**config.mk**
```make
export PLATFORM = sky130hd
export DESIGN_NAME = bump_heap_with_free_list_unit
export DESIGN_NICKNAME = d
export VERILOG_FILES = /design/src/hw/rtl/bhfl_pkg.sv /design/src/hw/rtl/bhfl_ram.sv /design/src/hw/rtl/bump_heap_with_free_list_unit.sv
export SDC_FILE = /design/constraint.sdc
export NUM_CORES = 2
export LEC_CHECK = 0
export BUFFER_PORTS_ARGS = -buffer_cell sky130_fd_sc_hd__buf_2
export CORE_MARGIN = 3
export CORE_UTILIZATION = 44
export CTS_BUF_LIST = sky130_fd_sc_hd__clkbuf_8
export DETAILED_ROUTE_END_ITERATION = 7
export PLACE_DENSITY = 0.61
export SLEW_MARGIN = 20
export SYNTH_ARGS = -nofsm -noshare
export SYNTH_HDL_FRONTEND = slang
export SYNTH_SLANG_ARGS = --single-unit
```
**constraint.sdc**
```tcl
create_clock -name i_clk -period 6.11 [get_ports i_clk]
set_input_delay 1.222 -clock i_clk [delete_from_list [all_inputs] [get_ports i_clk]]
set_output_delay 1.222 -clock i_clk [all_outputs]
set_load 0.01 [all_outputs]
```
**src/hw/rtl/bhfl_pkg.sv**
```systemverilog
// Package: shared types, request codes and alignment constants for the heap allocator.
package bhfl_pkg;

    // Request codes carried on i_req_type
    typedef enum logic [2:0] {
        REQ_ALLOC   = 3'd0,
        REQ_RELEASE = 3'd1,
        REQ_BROKEN  = 3'd2,
        REQ_CLEAR   = 3'd3,
        REQ_RESTART = 3'd4
    } t_req;

    // Sequencer states
    typedef enum logic [1:0] {
        S_IDLE,
        S_ASCAN,
        S_RSCAN
    } t_state;

    localparam logic [31:0] WORD_ALIGN   = 32'd4;
    localparam logic [31:0] PAGE_ALIGN   = 32'h0000_1000;
    localparam logic [31:0] RELEASE_SIZE = 32'd4;
    localparam int          ADDR_W       = 32;
    localparam int          SIZE_W       = 32;
    localparam int          ENTRY_W      = ADDR_W + SIZE_W;

    // Round v up to a power-of-two alignment a, wrapping at 32 bits
    function automatic logic [31:0] round_up(input logic [31:0] v, input logic [31:0] a);
        return (v + a - 32'd1) & ~(a - 32'd1);
    endfunction

endpackage

```
**src/hw/rtl/bhfl_ram.sv**
```systemverilog
// Generic single-port-write, single-port-read RAM with registered read data.
module bhfl_ram #(
    parameter int WIDTH = 64,
    parameter int DEPTH = 32
) (
    input  logic                                  i_clk,
    input  logic                                  i_we,
    input  logic [((DEPTH > 1) ? $clog2(DEPTH) : 1)-1:0] i_waddr,
    input  logic [WIDTH-1:0]                      i_wdata,
    input  logic                                  i_re,
    input  logic [((DEPTH > 1) ? $clog2(DEPTH) : 1)-1:0] i_raddr,
    output logic [WIDTH-1:0]                      o_rdata
);

    logic [WIDTH-1:0] r_mem [DEPTH];
    logic [WIDTH-1:0] r_rdata;

    // Write port and registered read port
    always_ff @(posedge i_clk) begin
        if (i_we) begin
            r_mem[i_waddr] <= i_wdata;
        end
        if (i_re) begin
            r_rdata <= r_mem[i_raddr];
        end
    end

    assign o_rdata = r_rdata;

endmodule

```
**src/hw/rtl/bump_heap_with_free_list_unit.sv**
```systemverilog
// Heap allocator: bump pointer backed by a first-fit free table held in a RAM.
// Control requests, zero-size allocates and rejected releases finish without a scan.
// Allocates skip the scan with an empty table, else read the free-table RAM one slot
// per cycle until a fit or the end. Releases walk the valid flops to the lowest empty slot.
// One transaction at a time; a new start is taken in the cycle the result strobes.
// Reset (synchronous, active low) empties the table through its valid flops at once.
module bump_heap_with_free_list_unit #(
    parameter int FREE_SLOTS = 32
) (
    input  logic        i_clk,
    input  logic        i_rst_n,
    input  logic        i_cfg_we,
    input  logic [31:0] i_cfg_wdata,
    input  logic        start,
    output logic        busy,
    input  logic [2:0]  i_req_type,
    input  logic [31:0] i_request_size,
    input  logic [31:0] i_block_address,
    output logic        o_done,
    output logic [31:0] o_result_address,
    output logic [31:0] o_alloc_count,
    output logic [31:0] o_release_count,
    output logic [31:0] o_reuse_count,
    output logic [5:0]  o_free_entries,
    output logic [31:0] o_failed_release_count,
    output logic [31:0] o_next_address,
    output logic        o_healthy
);

    localparam int IDX_W = (FREE_SLOTS > 1) ? $clog2(FREE_SLOTS) : 1;
    localparam int CNT_W = $clog2(FREE_SLOTS + 1);
    localparam logic [CNT_W-1:0] SLOTS = CNT_W'(FREE_SLOTS);

    bhfl_pkg::t_state r_state, n_state;

    logic [31:0]           r_heap_start;
    logic [31:0]           r_bump, n_bump;
    logic [31:0]           r_allocs, n_allocs;
    logic [31:0]           r_releases, n_releases;
    logic [31:0]           r_reuses, n_reuses;
    logic [31:0]           r_fails, n_fails;
    logic [FREE_SLOTS-1:0] r_occ, n_occ;
    logic [CNT_W-1:0]      r_occ_cnt, n_occ_cnt;
    logic [CNT_W-1:0]      r_idx, n_idx;
    logic                  r_rd_pend, n_rd_pend;
    logic                  r_rd_occ, n_rd_occ;
    logic [IDX_W-1:0]      r_rd_idx, n_rd_idx;
    logic [31:0]           r_need, n_need;
    logic [31:0]           r_rel_addr, n_rel_addr;
    logic [31:0]           r_result, n_result;
    logic                  r_done, n_done;

    logic                        accept;
    logic [31:0]                 need_in;
    logic                        hit;
    logic                        ram_we;
    logic                        ram_re;
    logic [IDX_W-1:0]            ram_waddr;
    logic [IDX_W-1:0]            ram_raddr;
    logic [bhfl_pkg::ENTRY_W-1:0] ram_wdata;
    logic [bhfl_pkg::ENTRY_W-1:0] ram_rdata;
    logic [31:0]                 rd_addr;
    logic [31:0]                 rd_size;

    assign accept  = start && (r_state == bhfl_pkg::S_IDLE);
    assign need_in = bhfl_pkg::round_up(i_request_size, bhfl_pkg::WORD_ALIGN);
    assign rd_addr = ram_rdata[bhfl_pkg::ENTRY_W-1:bhfl_pkg::SIZE_W];
    assign rd_size = ram_rdata[bhfl_pkg::SIZE_W-1:0];
    assign hit     = r_rd_pend && r_rd_occ && (rd_size >= r_need);

    // Free table: {address, size} per slot
    bhfl_ram #(
        .WIDTH(bhfl_pkg::ENTRY_W),
        .DEPTH(FREE_SLOTS)
    ) u_slot_ram (
        .i_clk  (i_clk),
        .i_we   (ram_we),
        .i_waddr(ram_waddr),
        .i_wdata(ram_wdata),
        .i_re   (ram_re),
        .i_raddr(ram_raddr),
        .o_rdata(ram_rdata)
    );

    // Next state
    always_comb begin
        n_state = r_state;
        unique case (r_state)
            bhfl_pkg::S_IDLE: begin
                if (accept) begin
                    if (i_req_type == bhfl_pkg::REQ_ALLOC && i_request_size != 32'd0) begin
                        n_state = bhfl_pkg::S_ASCAN;
                    end else if (i_req_type == bhfl_pkg::REQ_RELEASE &&
                                 i_block_address != 32'd0 && r_occ_cnt != SLOTS) begin
                        n_state = bhfl_pkg::S_RSCAN;
                    end
                end
            end
            bhfl_pkg::S_ASCAN: begin
                if (hit || (r_idx == SLOTS && !r_rd_pend)) begin
                    n_state = bhfl_pkg::S_IDLE;
                end
            end
            bhfl_pkg::S_RSCAN: begin
                if (!r_occ[r_idx[IDX_W-1:0]]) begin
                    n_state = bhfl_pkg::S_IDLE;
                end
            end
            default: n_state = bhfl_pkg::S_IDLE;
        endcase
    end

    // Datapath, RAM control and result
    always_comb begin
        n_bump     = r_bump;
        n_allocs   = r_allocs;
        n_releases = r_releases;
        n_reuses   = r_reuses;
        n_fails    = r_fails;
        n_occ      = r_occ;
        n_occ_cnt  = r_occ_cnt;
        n_idx      = r_idx;
        n_rd_pend  = 1'b0;
        n_rd_occ   = 1'b0;
        n_rd_idx   = r_rd_idx;
        n_need     = r_need;
        n_rel_addr = r_rel_addr;
        n_result   = r_result;
        n_done     = 1'b0;
        ram_we     = 1'b0;
        ram_re     = 1'b0;
        ram_waddr  = r_idx[IDX_W-1:0];
        ram_raddr  = r_idx[IDX_W-1:0];
        ram_wdata  = {r_rel_addr, bhfl_pkg::RELEASE_SIZE};
        unique case (r_state)
            bhfl_pkg::S_IDLE: begin
                if (accept) begin
                    n_result   = 32'd0;
                    n_need     = need_in;
                    n_rel_addr = i_block_address;
                    // empty table goes straight to the bump path
                    n_idx      = (r_occ_cnt == '0) ? SLOTS : '0;
                    case (i_req_type)
                        bhfl_pkg::REQ_ALLOC: begin
                            n_done = (i_request_size == 32'd0);
                        end
                        bhfl_pkg::REQ_RELEASE: begin
                            if (i_block_address == 32'd0 || r_occ_cnt == SLOTS) begin
                                n_fails = r_fails + 32'd1;
                                n_done  = 1'b1;
                            end
                            n_idx = '0;
                        end
                        bhfl_pkg::REQ_BROKEN: begin
                            n_fails = r_fails + 32'd1;
                            n_done  = 1'b1;
                        end
                        bhfl_pkg::REQ_CLEAR: begin
                            n_fails = 32'd0;
                            n_done  = 1'b1;
                        end
                        bhfl_pkg::REQ_RESTART: begin
                            n_bump     = bhfl_pkg::round_up(r_heap_start,
                                                            bhfl_pkg::PAGE_ALIGN);
                            n_occ      = '0;
                            n_occ_cnt  = '0;
                            n_allocs   = 32'd0;
                            n_releases = 32'd0;
                            n_reuses   = 32'd0;
                            n_fails    = 32'd0;
                            n_done     = 1'b1;
                        end
                        default: begin
                            n_done = 1'b1;
                        end
                    endcase
                end
            end
            bhfl_pkg::S_ASCAN: begin
                if (hit) begin
                    // first fit: take the slot just read
                    n_result          = rd_addr;
                    n_occ[r_rd_idx]   = 1'b0;
                    n_occ_cnt         = r_occ_cnt - CNT_W'(1);
                    n_allocs          = r_allocs + 32'd1;
                    n_reuses          = r_reuses + 32'd1;
                    n_done            = 1'b1;
                end else if (r_idx == SLOTS && !r_rd_pend) begin
                    // no fit: bump allocate
                    n_result = r_bump;
                    n_bump   = bhfl_pkg::round_up(r_bump + r_need, bhfl_pkg::WORD_ALIGN);
                    n_allocs = r_allocs + 32'd1;
                    n_done   = 1'b1;
                end else if (r_idx != SLOTS) begin
                    // issue read of the next slot
                    ram_re    = 1'b1;
                    n_rd_pend = 1'b1;
                    n_rd_occ  = r_occ[r_idx[IDX_W-1:0]];
                    n_rd_idx  = r_idx[IDX_W-1:0];
                    n_idx     = r_idx + CNT_W'(1);
                end
            end
            bhfl_pkg::S_RSCAN: begin
                if (!r_occ[r_idx[IDX_W-1:0]]) begin
                    // lowest empty slot found: record the release
                    ram_we                    = 1'b1;
                    n_occ[r_idx[IDX_W-1:0]]   = 1'b1;
                    n_occ_cnt                 = r_occ_cnt + CNT_W'(1);
                    n_releases                = r_releases + 32'd1;
                    n_done                    = 1'b1;
                end else begin
                    n_idx = r_idx + CNT_W'(1);
                end
            end
            default: begin
                n_done = 1'b0;
            end
        endcase
    end

    // Control and state registers
    always_ff @(posedge i_clk) begin
        if (!i_rst_n) begin
            r_state      <= bhfl_pkg::S_IDLE;
            r_heap_start <= 32'd0;
            r_bump       <= 32'd0;
            r_allocs     <= 32'd0;
            r_releases   <= 32'd0;
            r_reuses     <= 32'd0;
            r_fails      <= 32'd0;
            r_occ        <= '0;
            r_occ_cnt    <= '0;
            r_idx        <= '0;
            r_rd_pend    <= 1'b0;
            r_rd_occ     <= 1'b0;
            r_done       <= 1'b0;
        end else begin
            r_state    <= n_state;
            if (i_cfg_we) begin
                r_heap_start <= i_cfg_wdata;
            end
            r_bump     <= n_bump;
            r_allocs   <= n_allocs;
            r_releases <= n_releases;
            r_reuses   <= n_reuses;
            r_fails    <= n_fails;
            r_occ      <= n_occ;
            r_occ_cnt  <= n_occ_cnt;
            r_idx      <= n_idx;
            r_rd_pend  <= n_rd_pend;
            r_rd_occ   <= n_rd_occ;
            r_done     <= n_done;
        end
    end

    // Payload registers
    always_ff @(posedge i_clk) begin
        r_rd_idx   <= n_rd_idx;
        r_need     <= n_need;
        r_rel_addr <= n_rel_addr;
        r_result   <= n_result;
    end

    assign busy                   = (r_state != bhfl_pkg::S_IDLE);
    assign o_done                 = r_done;
    assign o_result_address       = r_result;
    assign o_alloc_count          = r_allocs;
    assign o_release_count        = r_releases;
    assign o_reuse_count          = r_reuses;
    assign o_free_entries         = 6'(r_occ_cnt);
    assign o_failed_release_count = r_fails;
    assign o_next_address         = r_bump;
    assign o_healthy              = (r_bump != 32'd0) && (r_fails == 32'd0);

`ifndef SYNTHESIS
    // occupancy counter tracks the valid flops
    a_occ_cnt: assert property (@(posedge i_clk) disable iff (!i_rst_n)
        r_occ_cnt == CNT_W'($countones(r_occ)))
        else $error("occupancy count out of step with slot valid bits");

    // a release never overwrites an occupied slot
    a_no_overwrite: assert property (@(posedge i_clk) disable iff (!i_rst_n)
        ram_we |-> !r_occ[ram_waddr])
        else $error("free-table write to an occupied slot");

    // release scan only runs with room in the table
    a_rscan_room: assert property (@(posedge i_clk) disable iff (!i_rst_n)
        (r_state == bhfl_pkg::S_RSCAN) |-> (r_occ_cnt < SLOTS))
        else $error("release scan started on a full table");

    // a result follows either an accepted request or a running scan
    a_done_src: assert property (@(posedge i_clk) disable iff (!i_rst_n)
        $rose(r_done) |-> ($past(accept) || $past(busy)))
        else $error("result strobe without a transaction");

    // read and write never hit the RAM in the same cycle
    a_ram_excl: assert property (@(posedge i_clk) disable iff (!i_rst_n)
        !(ram_we && ram_re))
        else $error("free-table read and write overlap");
`endif

endmodule

```
==> run_results.csv <==
group,metric,value,unit
grt,vias_in_the_first_global_route,33500,
detailed_routing,met3_wirelength,12600,um
timing,finalWorstPathRequiredPeriod,4660,ps
critical_path,required,6690,ps
finish,largest_register_ff_count,1024,
critical_path,crit_chain,"and3b_2, a22oi_1, and4_1, nand3_1, nor2_4, buf_4",
die,dieWidth,365,um
run_status,outcome,"completed",
critical_path,worst-path-max-fanout,33,
synthesis,postSynthRegisterBits,1394,
die,initial_core_utilization,44.4,%
placement,gp_congestion,0.866,
detailed_routing,dr_total_vias,34200,
detailed_routing,routed_via_density,5.79,
grt,grt_start_max_net_pins,76,
timing,fmaxAchievable,214,MHz
detailed_routing,drtPass1Iterations,6,
timing,finalClockSkew,58.1,ps
finish,layout_cells_sized_above_1,23.8,%
power,cell_internal_pwr,14.4,mW
synthesis,synthCells,3621,
timing,slew_viol_final,0,
clock_tree,post_cts_resized,0,
timing,worst_pin_slew,1130,ps
worst_hold_path,min_delay_worst_endpoint,"r_occ[24]$_SDFFE_PN0P_",
power,pwr-share-seq,56.4,%
detailed_routing,drc_errors,0,
synthesis,synth_area_per_inst,15.7,sq um
timing,timing.final.ws_setup,1450,ps
timing,grt_setup_unrepaired,"no",
placement,dpl_cell_area,0.0607,sq mm
power,comb_power_share,4.2,%
critical_path,r2r_setup_slack,1450,ps
power,static-leakage-power,21.7,nW
finish,fin_area,0.0651,sq mm
grt,grt_antenna_before_repair,9,
power,p_clk_share,39.4,%
timing,fin_setup_tns,0,ps
critical_path,setup.worst_path.class,"reg -> reg",
detailed_routing,antenna_left,0,
timing,timing.hold.ws,465,ps
critical_path,worst_r2r_path_depth,6,
placement,detailedPlace.worstSlack,1050,ps
detailed_routing,routed-wl-met2,71300,um
synthesis,synth-edff-count,1155,
worst_hold_path,hold_crit_path_type,"reg -> reg",
power,p_per_area,287,mW/mm^2
placement,buffer_ports.inserted,301,
synthesis,seq_area_frac_synth,69.6,%
finish,max_flop_register,"u_slot_ram.r_mem",
grt,grt_overflow,0,
detailed_routing,wl_met1,63300,um
synthesis,post_synthesis_instance_area,0.0567,sq mm
finish,commonest_cells_after_routing_fill_and_taps_aside,"sky130_fd_sc_hd__edfxtp_1, sky130_fd_sc_hd__buf_2, sky130_fd_sc_hd__mux4_2",
clock_tree,cts_setup_buffers,0,
critical_path,timing.rr.start,"r_idx[2]$_SDFFE_PN0P_",
timing,setup_viol_count_final,0,
detailed_routing,drtIter0Drc,3293,
critical_path,worst_path_largest_cell_delay,980,ps
job,drv.max_cap_violation_count,0,
power,power.ir.vdd_worst,0.218,mV
detailed_routing,wl,151000,um
synthesis,ys_async_sr_fraction,0,%
clock_tree,cts_root_buffer,"sky130_fd_sc_hd__clkbuf_8",
clock_tree,htree_num_levels,4,
grt,track_usage,22.4,%
finish,mostFrequentLayoutCell,"sky130_fd_sc_hd__edfxtp_1",
grt,wire_length_of_the_first_global_routing_pass,222000,um
die,floorplan.io_pins,304,
timing,slew_headroom,24.7,%
worst_hold_path,min_from,"r_occ[24]$_SDFFE_PN0P_",
finish,syn2layout_area_growth,14.7,%
die,die_h,365,um
clock_tree,maximum_buffer_depth_of_the_clock_tree,3,
critical_path,cp-start-kind,"flop",
critical_path,cell_at_the_slowest_stage_of_the_critical_path,"sky130_fd_sc_hd__nor2_4",
timing,finalHoldViolCount,0,
clock_tree,cts.hold.buffers_added,0,
power,switching_power_total,4.29,mW
clock_tree,tritoncts_clock_tree,"done",
synthesis,synth-main-ff-cell,"sky130_fd_sc_hd__edfxtp_1",
timing,fin_crit_sh,76.3,%
clock_tree,number_of_buffers_added_by_the_clock_tree_synthesis_step,220,
die,placement_rows,131,
critical_path,critPathCaptureType,"flop",
critical_path,critical-path-top-delay-family,"simple AND/OR/NAND/NOR gates",
power,switching_share,22.9,%
clock_tree,clkLatencyLatePin,930,ps
detailed_routing,top_signal_layer_used,"met4",
synthesis,yosysWarningCount,0,
clock_tree,cts.sinks,1394,
die,dieArea,0.133,sq mm
critical_path,crit_buf_inv,1,
die,design.core.area,0.128,sq mm
critical_path,worst-endpoint-arrival,5240,ps
critical_path,crit-reg2reg-capture,"u_slot_ram.r_mem[16][15]$_DFFE_PP_",
detailed_routing,drt-wirelength-per-cell,25.6,um
finish,design.final.nets,4205,
clock_tree,path_clk_slew,60,ps
placement,dpl.hpwl,94800,um
synthesis,synth_cell_types,74,
worst_hold_path,min_path_cells,2,
==> cell families (layout without fill, tap and decap cells) <==
kind of cell,Yosys count,count (layout),share of synthesized area [%]
DFF,1394,1394,69.6
muxes,307,307,11.3
adders and majority gates,48,48,1.08
and+or+nand+nor,919,919,7.93
AOI/OAI and AO/OA,543,543,5.90
other,1,9,0.00661
buffers and inverters,245,855,1.70
xor gates and xnor gates,164,164,2.53
==> tightest hold or removal path: stages (launching register included) <==
cell	delay, ps
sky130_fd_sc_hd__dfxtp_1	320
sky130_fd_sc_hd__nand2_1	50
sky130_fd_sc_hd__a21oi_1	50
==> how the worst max path moves through the flow <==
stage	start	endpoint	slack (ps)	depth (start not counted)
after floorplan	start	o_failed_release_count[26]$_SDFFE_PN0P_	1820	10
after global placement	i_block_address[6]	o_failed_release_count[22]$_SDFFE_PN0P_	1050	9
after detailed placement	i_block_address[6]	o_failed_release_count[26]$_SDFFE_PN0P_	1050	9
after CTS	r_idx[2]$_SDFFE_PN0P_	u_slot_ram.r_mem[7][11]$_DFFE_PP_	1500	6
after global routing	r_idx[2]$_SDFFE_PN0P_	u_slot_ram.r_mem[26][6]$_DFFE_PP_	1250	6
final	r_idx[2]$_SDFFE_PN0P_	u_slot_ram.r_mem[16][15]$_DFFE_PP_	1450	6
==> power by group through the flow <==
| stage | Combinational (mW) | Sequential [mW] | Clock (mW) |
|---|---|---|---|
| 6_report | 0.781 | 10.5 | 7.37 |
| 5_1_grt | 0.849 | 10.6 | 7.97 |
| 4_1_cts | 0.720 | 10.6 | 7.53 |
| 3_5_place_dp | 0.717 | 10.8 | 0 |
| 3_3_place_gp | 0.693 | 10.8 | 0 |
| 2_1_floorplan | 0.430 | 10.7 | 0 |
==> layout make-up <==
type	count	area, sq um
Antenna cell	7	17.5
Clock buffer	231	3180
Clock inverter	169	896
Fill cell	10700	62800
Inverter	58	220
Multi-Input combinational cell	1983	16600
Sequential cell	1394	39500
Tap cell	1662	2080
Timing Repair Buffer	397	2540
==> metrics by stage <==
stage	total power, mW	instances	util [%]
finish	18.7	5901	50.9
global route	19.4	5898	50.9
CTS	18.8	5877	50.7
detailed placement	11.5	5477	47.5
global placement	11.5	5472	47.4
floorplan	11.1	3622	-
==> metal layers <==
| layer | global-route usage (%) | up-vias |
|---|---|---|
| met3 | 4.89 | 210 |
| met2 | 35.7 | 1370 |
| met4 | 6.85 | 0 |
| li1 | - | 15200 |
| met1 | 31.1 | 17400 |
| met5 | 0 | - |
==> Yosys cell counts, drive strengths merged (7+ instances only) <==
library cell  instances  area share (%)
nand3               111            0.98
clkbuf              126            0.83
nor3                 39            0.36
and3                 32            0.35
nand2b                8           0.088
inv                  58            0.38
edfxtp             1155              61
nand3b               10            0.13
o21a                  8            0.12
nor4                 45            0.53
xnor2                90             1.4
ha                   46             1.0
and2                 14            0.15
or3                  37            0.41
a21oi               172             1.5
nor3b                10            0.13
o21bai                8            0.11
nand2               239             1.6
a21o                 13            0.17
a22oi               142             1.9
mux2i                38            0.67
dfxtp               239             8.4
o21ai               139             1.2
nand4                77            0.88
mux4                264              11
xor2                 74             1.1
nor2b                 7           0.077
and4                 20            0.31
nor2                250             1.7
buf                  61            0.48
Power figures use the tool's default switching activity.
